File: config.mk
export PLATFORM = sky130hd
export DESIGN_NAME = starfield_frame_step_unit
export DESIGN_NICKNAME = d
export VERILOG_FILES = /design/src/sfs_pkg.sv /design/src/starfield_frame_step_unit.sv
export SDC_FILE = /design/constraint.sdc
export NUM_CORES = 1
export LEC_CHECK = 0
export BUFFER_PORTS_ARGS = -buffer_cell sky130_fd_sc_hd__buf_2
export CAP_MARGIN = 10
export CORE_AREA = 2 2 239 300
export CTS_CLUSTER_DIAMETER = 200
export DETAILED_ROUTE_END_ITERATION = 8
export DIE_AREA = 0 0 241 302
export PLACE_DENSITY_LB_ADDON = 0.15
export SLEW_MARGIN = 15
export SYNTH_ARGS = -nofsm -noshare
export SYNTH_HDL_FRONTEND = slang
export SYNTH_SLANG_ARGS = --single-unit
File: constraint.sdc
create_clock -name clk -period 13.1 [get_ports clk]
set_input_delay 1.965 -clock clk [delete_from_list [all_inputs] [get_ports clk]]
set_output_delay 1.965 -clock clk [all_outputs]
set_load 0.005 [all_outputs]
File: src/sfs_pkg.sv
// Starfield frame step: shared types and constants.
// No dependencies.
package sfs_pkg;

  typedef enum logic [3:0] {
    ST_IDLE,
    ST_SPAWN_H,
    ST_SPAWN_V,
    ST_SPAWN_Z,
    ST_SPAWN_ZMOD,
    ST_EASE,
    ST_MOVE,
    ST_RESP_V,
    ST_DIV_START,
    ST_DIV_RUN,
    ST_DIV_DONE,
    ST_OUT
  } state_t;

  localparam logic [1:0] MODE_BUILD = 2'd0;
  localparam logic [1:0] MODE_DRIVE = 2'd1;
  localparam logic [1:0] MODE_IDLE  = 2'd2;

  localparam logic [8:0] Z_NEAR       = 9'h00A;
  localparam logic [8:0] Z_ONE        = 9'h100;
  localparam logic [8:0] Z_SPAWN_MIN  = 9'h00C;
  localparam logic [8:0] Z_SPAWN_SPAN = 9'h0F4;
  localparam logic [7:0] DRIVE_TARGET = 8'd48;
  localparam logic [31:0] SEED_RESET  = 32'd2463534242;

  // one xorshift32 step
  function automatic logic [31:0] xs_next(input logic [31:0] x);
    logic [31:0] a, b;
    a = x ^ (x << 13);
    b = a ^ (a >> 17);
    return b ^ (b << 5);
  endfunction

  // nonzero signed byte from a draw
  function automatic logic signed [7:0] nz_byte(input logic [31:0] x);
    logic [7:0] b;
    b = x[15:8];
    return (b == 8'd0) ? 8'sd1 : $signed(b);
  endfunction

endpackage

File: src/starfield_frame_step_unit.sv
// Starfield frame step top level: sequencer, star store and shared divider.
// Depends on sfs_pkg.
//
// Usage:
//   One request on the in_ channel is one frame tick (mode, warp). The block
//   then emits NUM_STARS results on the out_ channel, star 0 first, with
//   out_last_star on the final one. in_ready is low while a frame is busy,
//   and also while cfg_valid is high (a seed write goes first when idle).
//   The cfg_ channel loads the generator seed; write it only while idle.
// Divider and timing:
//   One shared 24-bit restoring divider (one quotient bit a cycle) serves
//   all projections of a star: four divisions for a visible star and two
//   for an off-screen one. A frame runs the store read, the move step, any
//   respawn, the divisions and the result for each star in turn, and it
//   stalls in the result state while out_ready is low. The first frame adds
//   the scatter, whose depth modulo is a short compare-subtract loop.
// Reset:
//   Velocity clears, the generator reloads the reset seed, the stars are
//   scattered on the first frame. The star store needs no clearing.
// Stall:
//   Each result is held in an output register until out_ready; the
//   sequencer waits there, so no result is lost under backpressure.
module starfield_frame_step_unit #(
  parameter int NUM_STARS = 32
) (
  input  logic                clk,
  input  logic                rst_n,
  input  logic                in_valid,
  output logic                in_ready,
  input  logic [1:0]          in_boot_mode,
  input  logic [7:0]          in_warp_level,
  input  logic                cfg_valid,
  output logic                cfg_ready,
  input  logic [31:0]         cfg_seed_value,
  output logic                out_valid,
  input  logic                out_ready,
  output logic [4:0]          out_star_number,
  output logic signed [15:0]  out_tail_x,
  output logic signed [15:0]  out_tail_y,
  output logic signed [15:0]  out_head_x,
  output logic signed [15:0]  out_head_y,
  output logic                out_on_screen,
  output logic                out_as_line,
  output logic                out_last_star
);
  import sfs_pkg::*;

  localparam int IW = (NUM_STARS > 1) ? $clog2(NUM_STARS) : 1;
  localparam int CW = $clog2(NUM_STARS + 1);

  // star store
  logic signed [7:0] horiz_mem [NUM_STARS];
  logic signed [7:0] vert_mem  [NUM_STARS];
  logic [8:0]        depth_mem [NUM_STARS];

  state_t state_r, state_nxt;
  logic [CW-1:0] idx_r, idx_nxt;
  logic          scatter_r, scatter_nxt;
  logic          ready_r, ready_nxt;
  logic [7:0]    vel_r, vel_nxt;
  logic [31:0]   gen_r, gen_nxt;
  logic [1:0]    mode_r;
  logic [7:0]    warp_r;
  logic signed [7:0] h_r, h_nxt, v_r, v_nxt;
  logic [8:0]    z_r, z_nxt;
  logic [15:0]   mod_r, mod_nxt;
  // divider
  logic [1:0]    dsel_r, dsel_nxt;
  logic [23:0]   quo_r, quo_nxt;
  logic [8:0]    rem_r, rem_nxt;
  logic [4:0]    dcnt_r, dcnt_nxt;
  logic          dneg_r, dneg_nxt;
  logic signed [15:0] hx_r, hx_nxt, hy_r, hy_nxt, tx_r, tx_nxt, ty_r, ty_nxt;
  logic          vis_r, vis_nxt;
  logic          we;
  logic          ld;
  logic [IW-1:0] idx;

  // combinational helpers
  logic [31:0]   gnext;
  logic signed [23:0] num;
  logic [23:0]   anum;
  logic [8:0]    dz, zp;
  logic [9:0]    zsum, trial;
  logic [23:0]   qsgn;
  logic signed [15:0] pres;
  logic signed [15:0] ddx, ddy;
  logic [15:0]   adx, ady;
  logic          line;
  logic [7:0]    target;
  logic [1:0]    shift;
  logic [7:0]    up, dn;

  assign idx = idx_r[IW-1:0];
  assign in_ready = (state_r == ST_IDLE) && !cfg_valid;
  assign cfg_ready = (state_r == ST_IDLE);
  assign gnext = xs_next(gen_r);
  // store read for the next star
  assign ld = (state_r == ST_EASE) || (state_r == ST_RESP_V);

  always_comb begin
    num = (dsel_r[1] ? 24'(signed'(v_r)) : 24'(signed'(h_r))) * 24'sd6656;
    anum = num[23] ? -num : num;
    zsum = {1'b0, z_r} + {2'b0, vel_r};
    zp = (zsum > {1'b0, Z_ONE}) ? Z_ONE : zsum[8:0];
    dz = dsel_r[0] ? zp : z_r;
    if (dz == 9'd0) dz = 9'd1;
    trial = {rem_r, quo_r[23]} - {1'b0, dz};
    qsgn = dneg_r ? -quo_r : quo_r;
    pres = qsgn[15:0] + (dsel_r[1] ? 16'sd32 : 16'sd64);
    ddx = hx_r - tx_r;
    ddy = hy_r - ty_r;
    adx = ddx[15] ? -ddx : ddx;
    ady = ddy[15] ? -ddy : ddy;
    line = !((adx == 16'd0 || adx == 16'd1) && (ady == 16'd0 || ady == 16'd1)
             && !(adx == 16'd1 && ady == 16'd1));
  end

  // easing
  always_comb begin
    unique case (mode_r)
      MODE_DRIVE: begin target = DRIVE_TARGET; shift = 2'd1; end
      MODE_IDLE:  begin target = 8'd1;         shift = 2'd2; end
      default:    begin target = 8'd2 + {4'd0, warp_r[7:4]}; shift = 2'd2; end
    endcase
    up = vel_r + 8'((({1'b0, target} - {1'b0, vel_r}) + ((9'd1 << shift) - 9'd1)) >> shift);
    dn = vel_r - ((vel_r - target) >> shift);
  end

  always_comb begin
    state_nxt = state_r; idx_nxt = idx_r; scatter_nxt = scatter_r;
    ready_nxt = ready_r; vel_nxt = vel_r; gen_nxt = gen_r;
    h_nxt = h_r; v_nxt = v_r; z_nxt = z_r; mod_nxt = mod_r;
    dsel_nxt = dsel_r; quo_nxt = quo_r; rem_nxt = rem_r; dcnt_nxt = dcnt_r;
    dneg_nxt = dneg_r; hx_nxt = hx_r; hy_nxt = hy_r; tx_nxt = tx_r;
    ty_nxt = ty_r; vis_nxt = vis_r; we = 1'b0;
    unique case (state_r)
      ST_IDLE: begin
        if (cfg_valid) gen_nxt = cfg_seed_value;
        else if (in_valid) begin
          idx_nxt = '0;
          scatter_nxt = !ready_r;
          ready_nxt = 1'b1;
          state_nxt = ready_r ? ST_EASE : ST_SPAWN_H;
        end
      end
      ST_SPAWN_H: begin
        gen_nxt = gnext; h_nxt = nz_byte(gnext);
        state_nxt = ST_SPAWN_V;
      end
      ST_SPAWN_V: begin
        gen_nxt = gnext; v_nxt = nz_byte(gnext);
        state_nxt = ST_SPAWN_Z;
        // a respawn lands at depth 1.0 and is not moved this frame
        if (!scatter_r) begin
          z_nxt = Z_ONE; we = 1'b1;
          dsel_nxt = 2'd0; state_nxt = ST_DIV_START;
        end
      end
      ST_SPAWN_Z: begin
        gen_nxt = gnext; mod_nxt = gnext[23:8];
        state_nxt = ST_SPAWN_ZMOD;
      end
      ST_SPAWN_ZMOD: begin
        // draw mod span by repeated subtract of shifted span
        if (mod_r >= 16'(Z_SPAWN_SPAN) << 8) mod_nxt = mod_r - (16'(Z_SPAWN_SPAN) << 8);
        else if (mod_r >= 16'(Z_SPAWN_SPAN) << 4) mod_nxt = mod_r - (16'(Z_SPAWN_SPAN) << 4);
        else if (mod_r >= 16'(Z_SPAWN_SPAN)) mod_nxt = mod_r - 16'(Z_SPAWN_SPAN);
        else begin
          z_nxt = Z_SPAWN_MIN + mod_r[8:0]; we = 1'b1;
          if (idx_r == CW'(NUM_STARS - 1)) begin
            idx_nxt = '0; state_nxt = ST_EASE;
          end else begin
            idx_nxt = idx_r + 1'b1; state_nxt = ST_SPAWN_H;
          end
        end
      end
      ST_EASE: begin
        vel_nxt = (target > vel_r) ? up : dn;
        idx_nxt = '0;
        state_nxt = ST_MOVE;
      end
      ST_MOVE: begin
        // z, h, v hold the star's stored values
        state_nxt = ST_DIV_START;
        dsel_nxt = 2'd0;
        if ({1'b0, z_r} <= {1'b0, vel_r} + 10'(Z_NEAR)) begin
          state_nxt = ST_SPAWN_H; scatter_nxt = 1'b0;
        end else begin
          z_nxt = z_r - {1'b0, vel_r}; we = 1'b1;
        end
      end
      ST_DIV_START: begin
        quo_nxt = anum; rem_nxt = '0; dcnt_nxt = 5'd24; dneg_nxt = num[23];
        state_nxt = ST_DIV_RUN;
      end
      ST_DIV_RUN: begin
        if (!trial[9]) begin
          rem_nxt = trial[8:0]; quo_nxt = {quo_r[22:0], 1'b1};
        end else begin
          rem_nxt = {rem_r[7:0], quo_r[23]}; quo_nxt = {quo_r[22:0], 1'b0};
        end
        dcnt_nxt = dcnt_r - 1'b1;
        if (dcnt_r == 5'd1) state_nxt = ST_DIV_DONE;
      end
      ST_DIV_DONE: begin
        unique case (dsel_r)
          2'd0: begin hx_nxt = pres; dsel_nxt = 2'd2; state_nxt = ST_DIV_START; end
          2'd2: begin
            hy_nxt = pres;
            vis_nxt = !(hx_r < -16'sd4 || hx_r > 16'sd132 || pres < -16'sd4
                        || pres > 16'sd68);
            if (vis_nxt) begin dsel_nxt = 2'd1; state_nxt = ST_DIV_START; end
            else begin tx_nxt = '0; ty_nxt = '0; state_nxt = ST_OUT; end
          end
          2'd1: begin tx_nxt = pres; dsel_nxt = 2'd3; state_nxt = ST_DIV_START; end
          default: begin ty_nxt = pres; state_nxt = ST_OUT; end
        endcase
      end
      ST_OUT: begin
        if (out_ready) begin
          if (idx_r == CW'(NUM_STARS - 1)) state_nxt = ST_IDLE;
          else begin
            idx_nxt = idx_r + 1'b1;
            state_nxt = ST_RESP_V;
          end
        end
      end
      ST_RESP_V: begin
        state_nxt = ST_MOVE;
      end
      default: state_nxt = ST_IDLE;
    endcase
  end

  always_ff @(posedge clk) begin
    if (!rst_n) begin
      state_r <= ST_IDLE; idx_r <= '0; scatter_r <= 1'b0; ready_r <= 1'b0;
      vel_r <= '0; gen_r <= SEED_RESET; dsel_r <= '0; dcnt_r <= '0;
    end else begin
      state_r <= state_nxt; idx_r <= idx_nxt; scatter_r <= scatter_nxt;
      ready_r <= ready_nxt; vel_r <= vel_nxt; gen_r <= gen_nxt;
      dsel_r <= dsel_nxt; dcnt_r <= dcnt_nxt;
    end
  end

  always_ff @(posedge clk) begin
    if (state_r == ST_IDLE && in_valid && !cfg_valid) begin
      mode_r <= in_boot_mode; warp_r <= in_warp_level;
    end
    if (ld) begin
      z_r <= depth_mem[idx]; h_r <= horiz_mem[idx]; v_r <= vert_mem[idx];
    end else begin
      h_r <= h_nxt; v_r <= v_nxt; z_r <= z_nxt;
    end
    mod_r <= mod_nxt;
    quo_r <= quo_nxt; rem_r <= rem_nxt; dneg_r <= dneg_nxt;
    hx_r <= hx_nxt; hy_r <= hy_nxt; tx_r <= tx_nxt; ty_r <= ty_nxt;
    vis_r <= vis_nxt;
    if (we) begin
      horiz_mem[idx] <= h_nxt; vert_mem[idx] <= v_nxt; depth_mem[idx] <= z_nxt;
    end
  end

  assign out_valid       = (state_r == ST_OUT);
  assign out_star_number = 5'(idx_r);
  assign out_tail_x      = tx_r;
  assign out_tail_y      = ty_r;
  assign out_head_x      = hx_r;
  assign out_head_y      = hy_r;
  assign out_on_screen   = vis_r;
  assign out_as_line     = vis_r & line;
  assign out_last_star   = (idx_r == CW'(NUM_STARS - 1));

  a_busy: assert property (@(posedge clk) disable iff (!rst_n)
    out_valid |-> !in_ready) else $error("ready during output");
  a_hold: assert property (@(posedge clk) disable iff (!rst_n)
    out_valid && !out_ready |=> out_valid && $stable(out_head_x))
    else $error("result dropped");
  a_last: assert property (@(posedge clk) disable iff (!rst_n)
    out_valid && out_ready && out_last_star |=> cfg_ready)
    else $error("frame not closed");
endmodule

======== Word-level counts from Yosys, hierarchy flattened ========
Memories as Yosys holds them, arrays and structs flattened. A register that Yosys moved wholly into a read port is not among the register bits.
Cells that the tools add are included.
cells by class
  $add $sub $neg .......................... 24
  multiply operators ...................... 1
  div/mod/pow operators ................... 0
  $lt $le $gt $ge ......................... 10
  equal/unequal tests ..................... 34
  shifts and indexed selects .............. 3
  muxes and demuxes ....................... 84
  bitwise gates (word level) .............. 6
  reduce and logical (&&, ||, !) cells .... 44
operators with widths
  kind                                                 count
  two-way mux 16 bit                                   7
  one-hot mux 16 bit (2 select lines)                  3
  two-way mux 9 bit                                    10
  one-hot mux 32 bit (2 select lines)                  1
  bitwise XOR 32 bit                                   2
  two-way mux 24 bit                                   2
  two-way mux 6 bit                                    8
  two-way mux 8 bit                                    6
  negator 16 bit                                       3
  one-hot mux 24 bit (2 select lines)                  1
  one-hot mux 4 bit (11 select lines)                  1
  two-way mux 4 bit                                    9
  == test 16 x 1 -> 1 bit, second input constant       2
  zero test 16 bit                                     2
  < comparator 16 x 3 -> 1 bit, second input constant  2
  two-way mux 32 bit                                   1
  subtractor 16 bit                                    2
  bitwise XOR 32 x 15 -> 32 bit                        1
  two-way mux 5 bit                                    6
  one-hot mux 9 bit (3 select lines)                   1
  multiplier 24 x 5 -> 15 bit, second input constant   1
  negator 24 bit                                       1
  one-hot mux 6 bit (4 select lines)                   1
  != test 2 bit, second input constant                 11
  70 further kinds                                     122
storage, ports and cells
  flip-flop bits (word level) ............. 209
  bits in latches ......................... 0
  memory bits (writable) .................. 800
  memory bits (read-only) ................. 0
  output and inout port bits .............. 75
  memories kept ........................... 3
memory list
  memory     words  bits a word  rd ports  clocked after memory_dff  wr ports  line                             RTL
  depth_mem  32     9            1         1                         1         starfield_frame_step_unit.sv:54  logic [8:0] depth_mem [NUM_STARS];
  horiz_mem  32     8            1         1                         1         starfield_frame_step_unit.sv:52  logic signed [7:0] horiz_mem [NUM_STARS];
  vert_mem   32     8            1         1                         1         starfield_frame_step_unit.sv:53  logic signed [7:0] vert_mem [NUM_STARS];

======== Longest topological paths before layout ========
Gate-level depths: netlist of the first run.
  depth after elaboration ................. 9
  gate-level depth with buffers ........... 27
  mapped depth without buffers ............ 26

======== Worst setup path after synthesis of the first run ========
Ideal clock, no wire load.
  kind .................................... flip-flop to output port
  from .................................... register hx_r[0] (netlist: out_head_x[0])
  to ...................................... output out_as_line
  arrival time ............................ 3.668 ns
  required time ........................... 11.135 ns
  setup slack ............................. 7.467 ns
  cell stages (with the launch flop) ...... 16
  cells stage by stage .................... edfxtp_1 > inv_1 > ha_1 > inv_1 > fa_1 > a21o_1 > a21oi_1 > xor2_1 > o21ai_1 > or3_1 > or4b_1 > o31a_1 > nor3_1 > o32ai_1 > a2111oi_0 > a41oi_1
on the way
  longest elaborated chain between the ends .. 9
  elaborated cells between the ends (all ways) .. 12
ends and longest elaborated chain
  element                                                      line                                                                RTL
  from (decl)                                                  starfield_frame_step_unit.sv:73                                     logic signed [15:0] hx_r, hx_nxt, hy_r, hy_nxt, tx_r, tx_nxt, ty_r, ty_nxt;
  from (signal assigned)                                       starfield_frame_step_unit.sv:258                                    hx_r <= hx_nxt; hy_r <= hy_nxt; tx_r <= tx_nxt; ty_r <= ty_nxt;
  subtractor 16 bit (*)                                        starfield_frame_step_unit.sv:111                                    ddx = hx_r - tx_r;
  negator 16 bit                                               starfield_frame_step_unit.sv:113                                    adx = ddx[15] ? -ddx : ddx;
  two-way mux 16 bit (*)                                       starfield_frame_step_unit.sv:113
  == test 16 x 1 -> 1 bit or zero test 16 bit (tied branches)  starfield_frame_step_unit.sv:115, starfield_frame_step_unit.sv:116
  logical OR 1 bit or logical AND 1 bit (tied branches)        starfield_frame_step_unit.sv:115, starfield_frame_step_unit.sv:116
  logical AND 1 bit or zero test 1 bit (tied branches)         starfield_frame_step_unit.sv:115, starfield_frame_step_unit.sv:116
  logical AND 1 bit (*)                                        starfield_frame_step_unit.sv:116                                    && !(adx == 16'd1 && ady == 16'd1));
  zero test 1 bit (*)                                          starfield_frame_step_unit.sv:115                                    line = !((adx == 16'd0 || adx == 16'd1) && (ady == 16'd0 || ady == 16'd1)
  bitwise AND 1 bit (*)                                        starfield_frame_step_unit.sv:272                                    assign out_as_line = vis_r & line;
  to (decl)                                                    starfield_frame_step_unit.sv:43                                     output logic out_as_line,
Every way passes the cells marked *; elsewhere a longest branch is shown, timed or not.

======== Worst setup path after layout of the first run ========
  from .................................... register hy_r[1] (netlist: out_head_y[1])
  to ...................................... output out_as_line
on the way
  longest elaborated chain between the ends .. 9
  elaborated cells between the ends (all ways) .. 12
ends and longest elaborated chain
  element                                                      line                                                                RTL
  from (decl)                                                  starfield_frame_step_unit.sv:73
  from (signal assigned)                                       starfield_frame_step_unit.sv:258
  subtractor 16 bit (*)                                        starfield_frame_step_unit.sv:112                                    ddy = hy_r - ty_r;
  negator 16 bit                                               starfield_frame_step_unit.sv:114                                    ady = ddy[15] ? -ddy : ddy;
  two-way mux 16 bit (*)                                       starfield_frame_step_unit.sv:114
  == test 16 x 1 -> 1 bit or zero test 16 bit (tied branches)  starfield_frame_step_unit.sv:115, starfield_frame_step_unit.sv:116
  logical OR 1 bit or logical AND 1 bit (tied branches)        starfield_frame_step_unit.sv:115, starfield_frame_step_unit.sv:116
  logical AND 1 bit or zero test 1 bit (tied branches)         starfield_frame_step_unit.sv:115, starfield_frame_step_unit.sv:116
  logical AND 1 bit (*)                                        starfield_frame_step_unit.sv:116
  zero test 1 bit (*)                                          starfield_frame_step_unit.sv:115
  bitwise AND 1 bit (*)                                        starfield_frame_step_unit.sv:272
Marked as above.

==> results by group, run 1 <==
Setup path
  • Critical Path AT: between 5000 and 6000 ps
  • Critical Path Start Type: register
  • Worst EP required: 11140 ps
  • Critical path capture point type: output pin
  • CP max stage delay: 720 ps
  • CP top delay family: compound AO/OA/AOI/OAI gates
  • CP max stage cell: xnor2_1
  • Worst setup path category: register to output pin
  • Buffers plus inverters on the worst setup path: 1
  • Critical Path Fanout Max: 11
  • Critical Path, Cell by Cell: ha_1 -> nor2b_1 -> o2111ai_1 -> a311oi_1 -> a31oi_1 -> xnor2_1 -> mux2_2 -> o32ai_1 -> nor4_1 -> o311ai_0 -> a2111oi_0 -> a41oi_1 -> buf_2

Clock tree
  • Clock slew at reported path FFs: 70 ps
  • H-tree depth: 3
  • CTS tree: built
  • Clock buffer depth: 3
  • # hold bufs at CTS: 0
  • # Post-CTS Setup Buffers: 0
  • Clock root buffer: clkbuf_16
  • Clock sinks: a little over 1k
  • PostCTS Resize Cnt: 0
  • Worst-skew pair later-pin latency: roughly 660 ps
  • Num CTS Buffers: 94

STA
  • FMAX: 0.139 GHz
  • Max Slew Vio Count: 0
  • Final Hold Viols: 0
  • Post-layout min period: roughly 7200 ps
  • Final Worst Setup Slack: 5910 ps
  • Tcrit/Tclk final: 0.549
  • Slew Limit Headroom: 0.158
  • RSZ-0062 raised after global routing: false
  • Final setup vio count: 0
  • Setup TNS Final: 0 ps
  • Slew @ Worst Pin: 1260 ps
  • Skew final: 26.7 ps

Cells and area
  • Area Overhead vs Synth: 11.6%
  • Share of cells above drive strength 1: 0.203
  • # nets final: 3456

Placed design
  • Place WS: ~6700 ps
  • I/O Buffers: 117
  • GPL Wtd Cong: 0.944
  • Hpwl dp: 71000 um

Drt
  • DRC violations left: 0
  • Pre-antenna DRT Iters: 6
  • Avg Vias per Cell: 6.74
  • Number of DRC markers in iteration 0: 3371
  • WL/cell: 28.7 um
  • Vias: about 29k
  • Final wirelength: approximately 120000 um
  • Final ANT Viol Nets: 0

Yosys
  • Syn_area_per_cell: 15.1 um^2
  • Count leader, synth: edfxtp_1
  • Synth top area share: 0.588
  • Synth area leaders: edfxtp_1 59%, mux4_2 12%, dfxtp_1 3.8%, ha_1 3.8%, xnor2_1 2.1%
  • Synthesis-stage register bit count: slightly above 1k
  • Ys flop type: edfxtp_1
  • Number of synthesized flops with an enable pin: around 920
  • Netlist cell types: 89
  • Most common library cells after synthesis: 921 x edfxtp_1, 250 x mux4_2, 195 x nor2_1
  • Syn Nets: 3328
  • FFs w/ async S/R, synth: 0
  • Synth Instances: 3121
  • Register area share after synthesis: 0.626
  • Synth warnings: 0
  • Synth area leader: edfxtp_1
  • Synth Cell Area: 0.0470 mm^2

Floorplanning
  • Die Y: about 300 um
  • Total die area: between 0.07 and 0.08 mm^2
  • Core area: roughly 0.07 mm^2
  • Initial Utilization: 0.671
  • I/O pins: 122
  • DIE WIDTH: between 200 and 250 um
  • # rows: 109

Global route
  • GR Util All Layers: 0.341
  • Vias in the first global route: 29.3k
  • Largest net degree at the start of global routing: 65
  • Total gr overflow: 0
  • First-pass GRT wire length: roughly 180000 um
  • Antenna violations before repair: 1

Status
  • Status: finished clean

Power and ir drop
  • Leak: roughly 18 nW
  • Switching share of power: 0.343
  • Peak VDD IR: 142 uV
  • Pint: 7.32 mW
  • Comb pwr share: 0.342
  • NetSw: 3.82 mW
  • Clock share of power: 0.255
  • Sequential Power Share: 0.402
  • Pwr dens: 212 mW/mm^2

Min path
  • Hold Path Class: register to register

Flow run
  • Max-cap violations: 0
[registers in the layout, summed over array words and instances (netlist names), 2 cells and up, named ones only]
name	flops
vert_mem	256
warp_r	4
depth_mem	288
out_tail_y	16
mod_r	16
vel_r	8
out_tail_x	16
dsel_r	2
quo_r	24
idx_r	6
rem_r	9
z_r	9
out_head_y	16
gen_r	32
horiz_mem	256
dcnt_r	5
state_r	4
h_r	8
out_head_x	16
mode_r	2
v_r	8
[cells by family after synthesis]
logic type	count (synthesis)	synth area share
and+or+nand+nor	662	0.0678
muxes	305	0.132
AOI/OAI and AO/OA	492	0.0684
DFF	1010	0.626
adders and majority gates	160	0.0454
xor gates and xnor gates	191	0.0359
buffers and inverters	301	0.0246
[metal layers]
| metal | share of wire | vias up | global-route usage |
|---|---|---|---|
| li1 | - | 12300 | - |
| met5 | 0 | - | 0 |
| met2 | 0.51 | 1595 | 0.581 |
| met3 | 0.085 | 401 | 0.0585 |
| met4 | 0.054 | 0 | 0.167 |
| met1 | 0.35 | 14500 | 0.425 |
[power groups by stage]
stage	combinational, mW	clock, mW	sequential, mW
after floorplan	2.57	0	4.47
after global placement	3.42	0	4.54
after detailed placement	3.60	0	4.55
after CTS	3.65	2.87	4.49
after global routing	4.14	2.97	4.50
final	3.81	2.84	4.48
[path summary, 6_finish.rpt]
check	slack, ps	cells after the start	end	startpoint
max	5910	13	out_as_line	out_head_y[1]$_DFFE_PP_
min	480	2	dsel_r[1]$_SDFFE_PN0P_	dsel_r[1]$_SDFFE_PN0P_
max reg2reg	6660	25	rem_r[3]$_SDFFCE_PN0P_	vel_r[1]$_SDFFE_PN0P_
min reg2reg	480	2	dsel_r[1]$_SDFFE_PN0P_	dsel_r[1]$_SDFFE_PN0P_
[worst register-to-register path: cells and delay by family, from the launching register on]
kind	cells	cell delay (ps)
flip-flops	1	770
adder cells (fa/ha/maj)	2	600
buffers and inverters	2	390
AND/OR/NAND/NOR	3	830
AO/OA/AOI/OAI	18	3680
[area by class of cell]
type	count	area, um^2
Sequential cell	1010	29500
Fill cell	4173	17600
Multi-Input combinational cell	1810	17000
Clock buffer	120	2570
Tap cell	943	1180
Timing Repair Buffer	174	1050
Clock inverter	57	632
Inverter	159	597
Antenna cell	1	2.50
[stage by stage]
stage | util | area, um^2 | power (mW) | hold WS, ps | std cells
after floorplan | - | 47000 | 7.04 | 445 | 3121
after global placement | 0.699 | 49000 | 7.96 | 456 | 4094
after detailed placement | 0.699 | 49000 | 8.15 | 473 | 4094
after CTS | 0.745 | 52200 | 11.0 | 482 | 4271
after global routing | 0.748 | 52500 | 11.6 | 507 | 4273
final | 0.749 | 52500 | 11.1 | 481 | 4274
[cells in the final DEF (no fill, tap or decap), types with 16 or more instances in the layout]
cell,Yosys,layout
a21o_1,39,39
a21oi_1,120,120
a31oi_1,18,18
and2_1,30,30
buf_2,1,117
buf_4,5,55
clkbuf_1,108,20
clkbuf_16,0,99
clkinv_2,0,17
dfxtp_1,89,84
edfxtp_1,921,921
fa_1,18,18
ha_1,142,142
inv_1,156,156
mux2i_1,42,42
mux4_2,250,250
nand2_1,185,183
nand2b_1,24,24
nand3_1,37,37
nor2_1,195,162
nor2_4,0,32
nor2b_1,26,26
nor3_1,39,38
nor4_1,23,23
o21a_1,26,26
o21ai_0,109,92
o21ai_4,0,17
o21bai_1,17,17
or3_1,16,16
xnor2_1,115,115
xor2_1,74,74
(Power assumes the default switching activity.)
==> run 2, diff against run 1 <==
- CORE_AREA: 2 2 239 300 -> 2 2 260 327
- DIE_AREA: 0 0 241 302 -> 0 0 262 329
- clock period: 13.1 -> 5.8 ns (I/O delays scaled with it)
==> run 2 against run 1 <==
Sequential power increased by 130%. Sequential cell count stayed put. Clock skew grew 19 ps. Critical endpoint unchanged.
==> results by group, run 2 (synthesis gave the netlist of run 1 again) <==
Flow run
  • Max-cap violations: 0 (unchanged)

Status
  • Status: finished clean

Clock tree
  • H-tree depth: 3 (unchanged)
  • Clock buffer depth: 3 (unchanged)
  • Clock slew at reported path FFs: 60 ps (about the same)
  • Worst-skew pair later-pin latency: 670 ps (about the same)
  • Num CTS Buffers: 98 (+4.3%)
  • # hold bufs at CTS: 0 (unchanged)
  • Clock root buffer: clkbuf_16
  • Clock sinks: 1010 (unchanged)
  • CTS tree: built

STA
  • Tcrit/Tclk final: 0.988
  • Slew @ Worst Pin: 1110 ps (-146 ps)
  • Slew Limit Headroom: 0.256 (+0.0975)
  • Post-layout min period: 5730 ps
  • Max Slew Vio Count: 0 (unchanged)
  • Final setup vio count: 0 (unchanged)
  • Final Worst Setup Slack: 67.6 ps (-5840 ps)
  • Final Hold Viols: 0 (unchanged)
  • RSZ-0062 raised after global routing: true
  • Skew final: 46.0 ps (+19.3 ps)
  • FMAX: 0.174 GHz

Setup path
  • Critical Path AT: 4860 ps (-370 ps)
  • Critical Path Start Type: register
  • Critical Path Fanout Max: 4 (-7)
  • Critical path capture point type: output pin
  • Worst EP required: 4930 ps (-6210 ps)
  • Worst setup path category: register to output pin

Power and ir drop
  • Peak VDD IR: 324 uV (+130%)
  • Pwr Total: 24.8 mW (+120%)
  • Leak: 17.9 nW (+1.1%)
  • Pwr dens: 467 mW/mm^2 (+120%)

Cells and area
  • Final Core Density: 0.637 (-0.111)
  • Fillers: 6088 (+46%)
  • Share of cells above drive strength 1: 0.222 (+0.0192)
  • Top flop regs: depth_mem (288), horiz_mem (256), vert_mem (256)
  • Ant diodes: 0 (-1)
  • Most frequent cells in the layout: 921 x edfxtp_1, 250 x mux4_2, 185 x nand2_1, 163 x nor2_1, 153 x inv_1
  • Finished Layout Cells: 4455 (+4.2%)
  • Area Overhead vs Synth: 13.0%
  • # nets final: 3491 (+1.0%)
  • Commonest non-fill, non-tap cell in the layout: edfxtp_1
  • Max reg flops: 288 (unchanged)
  • Biggest register: depth_mem
  • Fin area: 0.0531 mm^2 (+1.3%)

Floorplanning
  • Initial Utilization: 0.564 (-0.107)
  • # rows: 119 (+9.2%)
  • I/O pins: 122 (unchanged)
  • DIE WIDTH: 262 um (+8.7%)
  • Die Y: 329 um (+8.9%)
  • Core area: 0.0834 mm^2 (+19%)
  • Total die area: 0.0862 mm^2 (+18%)

Min path
  • Hold Path Class: input port to register

Global route
  • GR Util All Layers: 0.260 (-0.0804)
  • Antenna violations before repair: 0 (-1)
  • First-pass GRT wire length: 168000 um (-6.6%)
  • Largest net degree at the start of global routing: 87 (+34%)
  • Vias in the first global route: 27.9k (-4.6%)
  • Total gr overflow: 0 (unchanged)

Placed design
  • Place WS: 214 ps (-6480 ps)
  • Area after DPL: 0.0495 mm^2 (+0.92%)
  • # placed instances: 4265 (+4.2%)
  • I/O Buffers: 117 (unchanged)
  • GPL Wtd Cong: 0.897 (-5.0%)
  • Hpwl dp: 71900 um (+1.2%)

Drt
  • Pre-antenna DRT Iters: 6 (unchanged)
  • Final ANT Viol Nets: 0 (unchanged)
  • Final wirelength: 111000 um (-9.8%)
  • Vias: 27.4k (-4.9%)
  • Avg Vias per Cell: 6.15 (-8.8%)
  • Number of DRC markers in iteration 0: 2265 (-33%)
  • WL/cell: 24.8 um (-13%)
  • DRC violations left: 0 (unchanged)
## run 2: cell count changes in the layout (fill, tap and decap cells not counted), moves of 5 or more
cell      previous run  this run
buf_12               0         6
buf_4               55        82
clkinv_1            14        25
clkinv_2            17        12
xnor2_1            115       110
## run 2: power by group
group	internal, mW	leakage (nW)	switching (mW)
clock network	3.55	1.53	2.73
registers	9.68	9.16	0.402
logic	3.21	7.18	5.22
total	16.4	17.9	8.36
## run 2: area by class of cell
type / instances / area [um^2] / area share
clock inverter: 59 / 577 / 0.0109
tap: 1089 / 1360 / 0.0256
multi-input combinational: 1810 / 17200 / 0.324
timing repair buffer: 205 / 1320 / 0.0249
sequential: 1010 / 29500 / 0.554
clock buffer: 123 / 2600 / 0.0489
inverter: 159 / 597 / 0.0112
## run 2: timing repair
item                                    CTS  global route
pin swaps                                 1            12
buffers inserted                          1             7
resized for setup                        13            53
endpoints found under the setup margin    1            11
endpoints found under the hold margin     0             0
## run 2: per-layer routing
| layer | wire length (um) | global-route usage | up-vias | share of wire |
|---|---|---|---|---|
| met1 | 44200 | 0.336 | 14000 | 0.40 |
| met3 | 5790 | 0.0379 | 178 | 0.052 |
| met5 | 0 | 0 | - | 0 |
| met4 | 3350 | 0.0819 | 0 | 0.030 |
| li1 | - | - | 12400 | - |
| met2 | 57200 | 0.456 | 798 | 0.52 |
## run 2: path summary, 6_finish.rpt
| kind | start | end | slack, ps | depth (start not counted) |
|---|---|---|---|---|
| min reg2reg | dcnt_r[1]$_SDFFE_PN0P_ | dcnt_r[1]$_SDFFE_PN0P_ | 480 | 2 |
| max | out_head_y[0]$_DFFE_PP_ | out_as_line | 70 | 16 |
| max reg2reg | dsel_r[1]$_SDFFE_PN0P_ | quo_r[15]$_DFFE_PP_ | 520 | 18 |
| min | in_warp_level[6] | warp_r[6]$_DFFE_PP_ | 400 | 1 |
## run 2: critical path, stage by stage (launching register included)
cell and delay, ps:
edfxtp_1 390, inv_1 80, ha_2 190, inv_2 50
fa_2 450, a21oi_1 220, o22ai_1 170, o221a_2 300
nor4_2 350, nand3_1 190, xor2_1 200, or4_4 560
o31ai_4 90, o311ai_4 170, a2111oi_4 320, a41oi_2 260
buf_2 200
## run 2: metrics by stage
| step | hold WS (ps) | TNS, ps |
|---|---|---|
| 5_1_grt | 372 | -127 |
| 6_report | 400 | 0 |
| 3_5_place_dp | 473 | 0 |
| 3_3_place_gp | 459 | 0 |
| 2_1_floorplan | 445 | 0 |
| 4_1_cts | 364 | 0 |
==> run 3, diff against run 2 <==
- ABC_AREA: default -> 1
- CORE_AREA: 2 2 260 327 -> 2 2 265 332
- DIE_AREA: 0 0 262 329 -> 0 0 267 334
==> run 3 against run 2 <==
Worst hold slack got worse by 16 ps. Non-clock buffer count grew 11. Power up 1.3%. Utilization fell by 1.4 points. Global-route usage rose by 3.1 points. Worst setup slack improved by 630 ps. Cell area rose by 1.5%. Clock-buffer cell count down 1. Synthesized cell count up 48%. Combinational power is 4.2% higher. Wire length up 18%. Sequential cell count unchanged. Highest routed layer unchanged.
==> results by group, run 3 <==
Yosys
  • Ys flop type: edfxtp_1
  • Netlist cell types: 72 (-19%)
  • Synthesis-stage register bit count: 1010 (unchanged)
  • Synth area leaders: edfxtp_1 57%, o21ai_0 6.5%, nor2_1 5.6%, nand2_1 4.1%, dfxtp_1 3.7%
  • Syn Nets: 4839 (+45%)
  • Most common library cells after synthesis: 921 x edfxtp_1, 725 x nor2_1, 626 x o21ai_0
  • FFs w/ async S/R, synth: 0 (unchanged)
  • Synth top area share: 0.570 (-0.0183)
  • Synth area leader: edfxtp_1
  • Number of synthesized flops with an enable pin: 921 (unchanged)
  • Register area share after synthesis: 0.606 (-0.0195)
  • Synth Instances: 4632 (+48%)
  • Syn_area_per_cell: 10.5 um^2 (-30%)
  • Synth Cell Area: 0.0485 mm^2 (+3.2%)
  • Count leader, synth: edfxtp_1
  • Synth warnings: 0 (unchanged)

Drt
  • Final wirelength: 131000 um (+18%)
  • Final ANT Viol Nets: 0 (unchanged)
  • WL/cell: 21.9 um (-12%)
  • Max layer used: met4
  • Avg Vias per Cell: 5.88 (-4.4%)
  • Number of DRC markers in iteration 0: 3769 (+66%)
  • Detailed-routed wire length on met2: 64800 um (+13%)
  • Pre-antenna DRT Iters: 6 (unchanged)
  • WL met3: 8540 um (+47%)
  • DRC violations left: 0 (unchanged)
  • M1 WL: 51300 um (+16%)
  • Vias: 35.1k (+28%)

Floorplanning
  • I/O pins: 122 (unchanged)
  • # rows: 121 (+1.7%)
  • Initial Utilization: 0.562 (-0.00256)
  • Total die area: 0.0892 mm^2 (+3.5%)
  • Die Y: 334 um (+1.5%)
  • Core area: 0.0864 mm^2 (+3.7%)
  • DIE WIDTH: 267 um (+1.9%)

Cells and area
  • # nets final: 4934 (+41%)
  • Area Overhead vs Synth: 11.1%
  • Commonest non-fill, non-tap cell in the layout: edfxtp_1
  • Most frequent cells in the layout: 921 x edfxtp_1, 717 x nor2_1, 613 x o21ai_0, 526 x nand2_1, 380 x inv_1
  • Share of cells above drive strength 1: 0.105 (-0.117)
  • Fillers: 7041 (+16%)
  • Max reg flops: 288 (unchanged)
  • Top flop regs: depth_mem (288), horiz_mem (256), vert_mem (256)
  • Biggest register: depth_mem
  • Fin area: 0.0539 mm^2 (+1.5%)
  • Ant diodes: 0 (unchanged)

Setup path
  • Critical Path Most Common Cell: inv_1
  • CP top delay family: adder cells
  • CP max stage cell: fa_1
  • Worst setup path category: register to register
  • Reg-to-reg startpoint: mode_r[1]$_DFFE_PP_
  • Worst EP required: 6400 ps (+1470 ps)
  • CP max stage delay: 440 ps (-120 ps)
  • Buffers plus inverters on the worst setup path: 10 (+7)
  • Critical Path AT: 5710 ps (+850 ps)
  • Critical Path Start Type: register
  • Critical path capture point type: register
  • Critical Path Fanout Max: 6 (+2)
  • CP startpoint: mode_r[1]$_DFFE_PP_

STA
  • Setup TNS Final: 0 ps (unchanged)
  • Final Hold Viols: 0 (unchanged)
  • Slew @ Worst Pin: 1220 ps (+108 ps)
  • Post-layout min period: 5100 ps (-630 ps)
  • Tcrit/Tclk final: 0.880 (-0.109)
  • Slew Limit Headroom: 0.186 (-0.0704)
  • RSZ-0062 raised after global routing: false
  • Max Slew Vio Count: 0 (unchanged)
  • Skew final: 32.2 ps (-13.8 ps)
  • Final setup vio count: 0 (unchanged)
  • FMAX: 0.196 GHz (+12%)

Clock tree
  • # Post-CTS Setup Buffers: 0 (-1)
  • CTS tree: built
  • Worst-skew pair later-pin latency: 680 ps (about the same)
  • Clock slew at reported path FFs: 60 ps (about the same)
  • Clock root buffer: clkbuf_16
  • # hold bufs at CTS: 0 (unchanged)
  • Clock buffer depth: 3 (unchanged)
  • PostCTS Resize Cnt: 0 (-13)
  • Clock sinks: 1010 (unchanged)
  • H-tree depth: 3 (unchanged)
  • Num CTS Buffers: 97 (-1.0%)

Power and ir drop
  • Leak: 20.5 nW (+14%)
  • Pwr Total: 25.1 mW (+1.3%)
  • Peak VDD IR: 308 uV (-4.9%)
  • Pwr dens: 466 mW/mm^2 (-0.18%)

Global route
  • Vias in the first global route: 33.5k (+20%)
  • GR Util All Layers: 0.292 (+0.0312)
  • Antenna violations before repair: 0 (unchanged)
  • Largest net degree at the start of global routing: 129 (+48%)
  • First-pass GRT wire length: 197000 um (+17%)
  • Total gr overflow: 0 (unchanged)

Min path
  • Worst hold start: in_warp_level[4]
  • Hold Path Class: input port to register

Placed design
  • GPL Wtd Cong: 0.909 (+1.3%)
  • Area after DPL: 0.0507 mm^2 (+2.5%)
  • Hpwl dp: 81600 um (+13%)
  • I/O Buffers: 117 (unchanged)

Flow run
  • Max-cap violations: 0 (unchanged)

Status
  • Status: finished clean
==> run 3: cell types whose count changed in the layout (fill, tap and decap cells not counted), moves of 35 or more <==
| cell | delta |
|---|---|
| nand2_1 | +341 |
| o221ai_1 | +77 |
| mux4_2 | -250 |
| o22ai_1 | +147 |
| mux2i_1 | -40 |
| inv_1 | +227 |
| nor2_1 | +554 |
| xor2_1 | +40 |
| a21o_1 | -35 |
| nand3_1 | +94 |
| o21ai_0 | +523 |
| xnor2_1 | -62 |
==> run 3: final timing paths <==
check	endpoint	slack, ps	cells after the start
min	warp_r[4]$_DFFE_PP_	380	1
min reg2reg	dcnt_r[3]$_SDFFE_PN0P_	480	1
max	vel_r[7]$_SDFFE_PN0P_	700	36
max reg2reg	vel_r[7]$_SDFFE_PN0P_	700	36
==> run 3: cell type report <==
| class | count | area [um^2] | area share |
|---|---|---|---|
| Clock buffer | 122 | 2520 | 0.0468 |
| Clock inverter | 57 | 618 | 0.0115 |
| Inverter | 407 | 1550 | 0.0287 |
| Multi-Input combinational cell | 2995 | 16900 | 0.313 |
| Sequential cell | 1010 | 29500 | 0.546 |
| Tap cell | 1168 | 1460 | 0.0271 |
| Timing Repair Buffer | 216 | 1440 | 0.0267 |
==> run 3: power breakdown <==
group	switching, mW	total, mW	internal [mW]
Clock	2.73	6.35	3.62
Sequential	0.348	9.98	9.63
Combinational	6.06	8.78	2.72
==> run 3: worst reg2reg max path: cells and delay by family (launching register included) <==
kind	cells	cell delay, ps
buffers and inverters	10	660
adders and majority gates	6	1940
and+or+nand+nor	13	970
AOI/OAI and AO/OA	6	910
xor gates and xnor gates	1	180
DFF	1	380
==> run 3: metal layers <==
metal / track usage / up-vias
met2: 0.499 / 1351
li1: - / 16500
met1: 0.371 / 16900
met4: 0.136 / 0
met3: 0.0336 / 311
met5: 0 / -
==> run 3: logic make-up (layout without fill, tap and decap cells) <==
kind of cell / count (synthesis) / after routing / synth area share
simple gates: 1530 / 1530 / 0.132
compound gates: 1135 / 1135 / 0.135
flops: 1010 / 1010 / 0.606
buf+inv: 627 / 802 / 0.0498
xor+xnor: 170 / 170 / 0.0330
fa+ha+maj: 160 / 160 / 0.0440
==> run 3: stage by stage <==
step / hold WS [ps] / setup slack, ps / utilization / cells
floorplan: 444 / 1010 / - / 4632
global placement: 464 / 696 / 0.587 / 5796
detailed placement: 474 / 665 / 0.587 / 5796
CTS: 357 / 682 / 0.623 / 5975
global route: 368 / 18.0 / 0.624 / 5975
finish: 384 / 697 / 0.624 / 5975
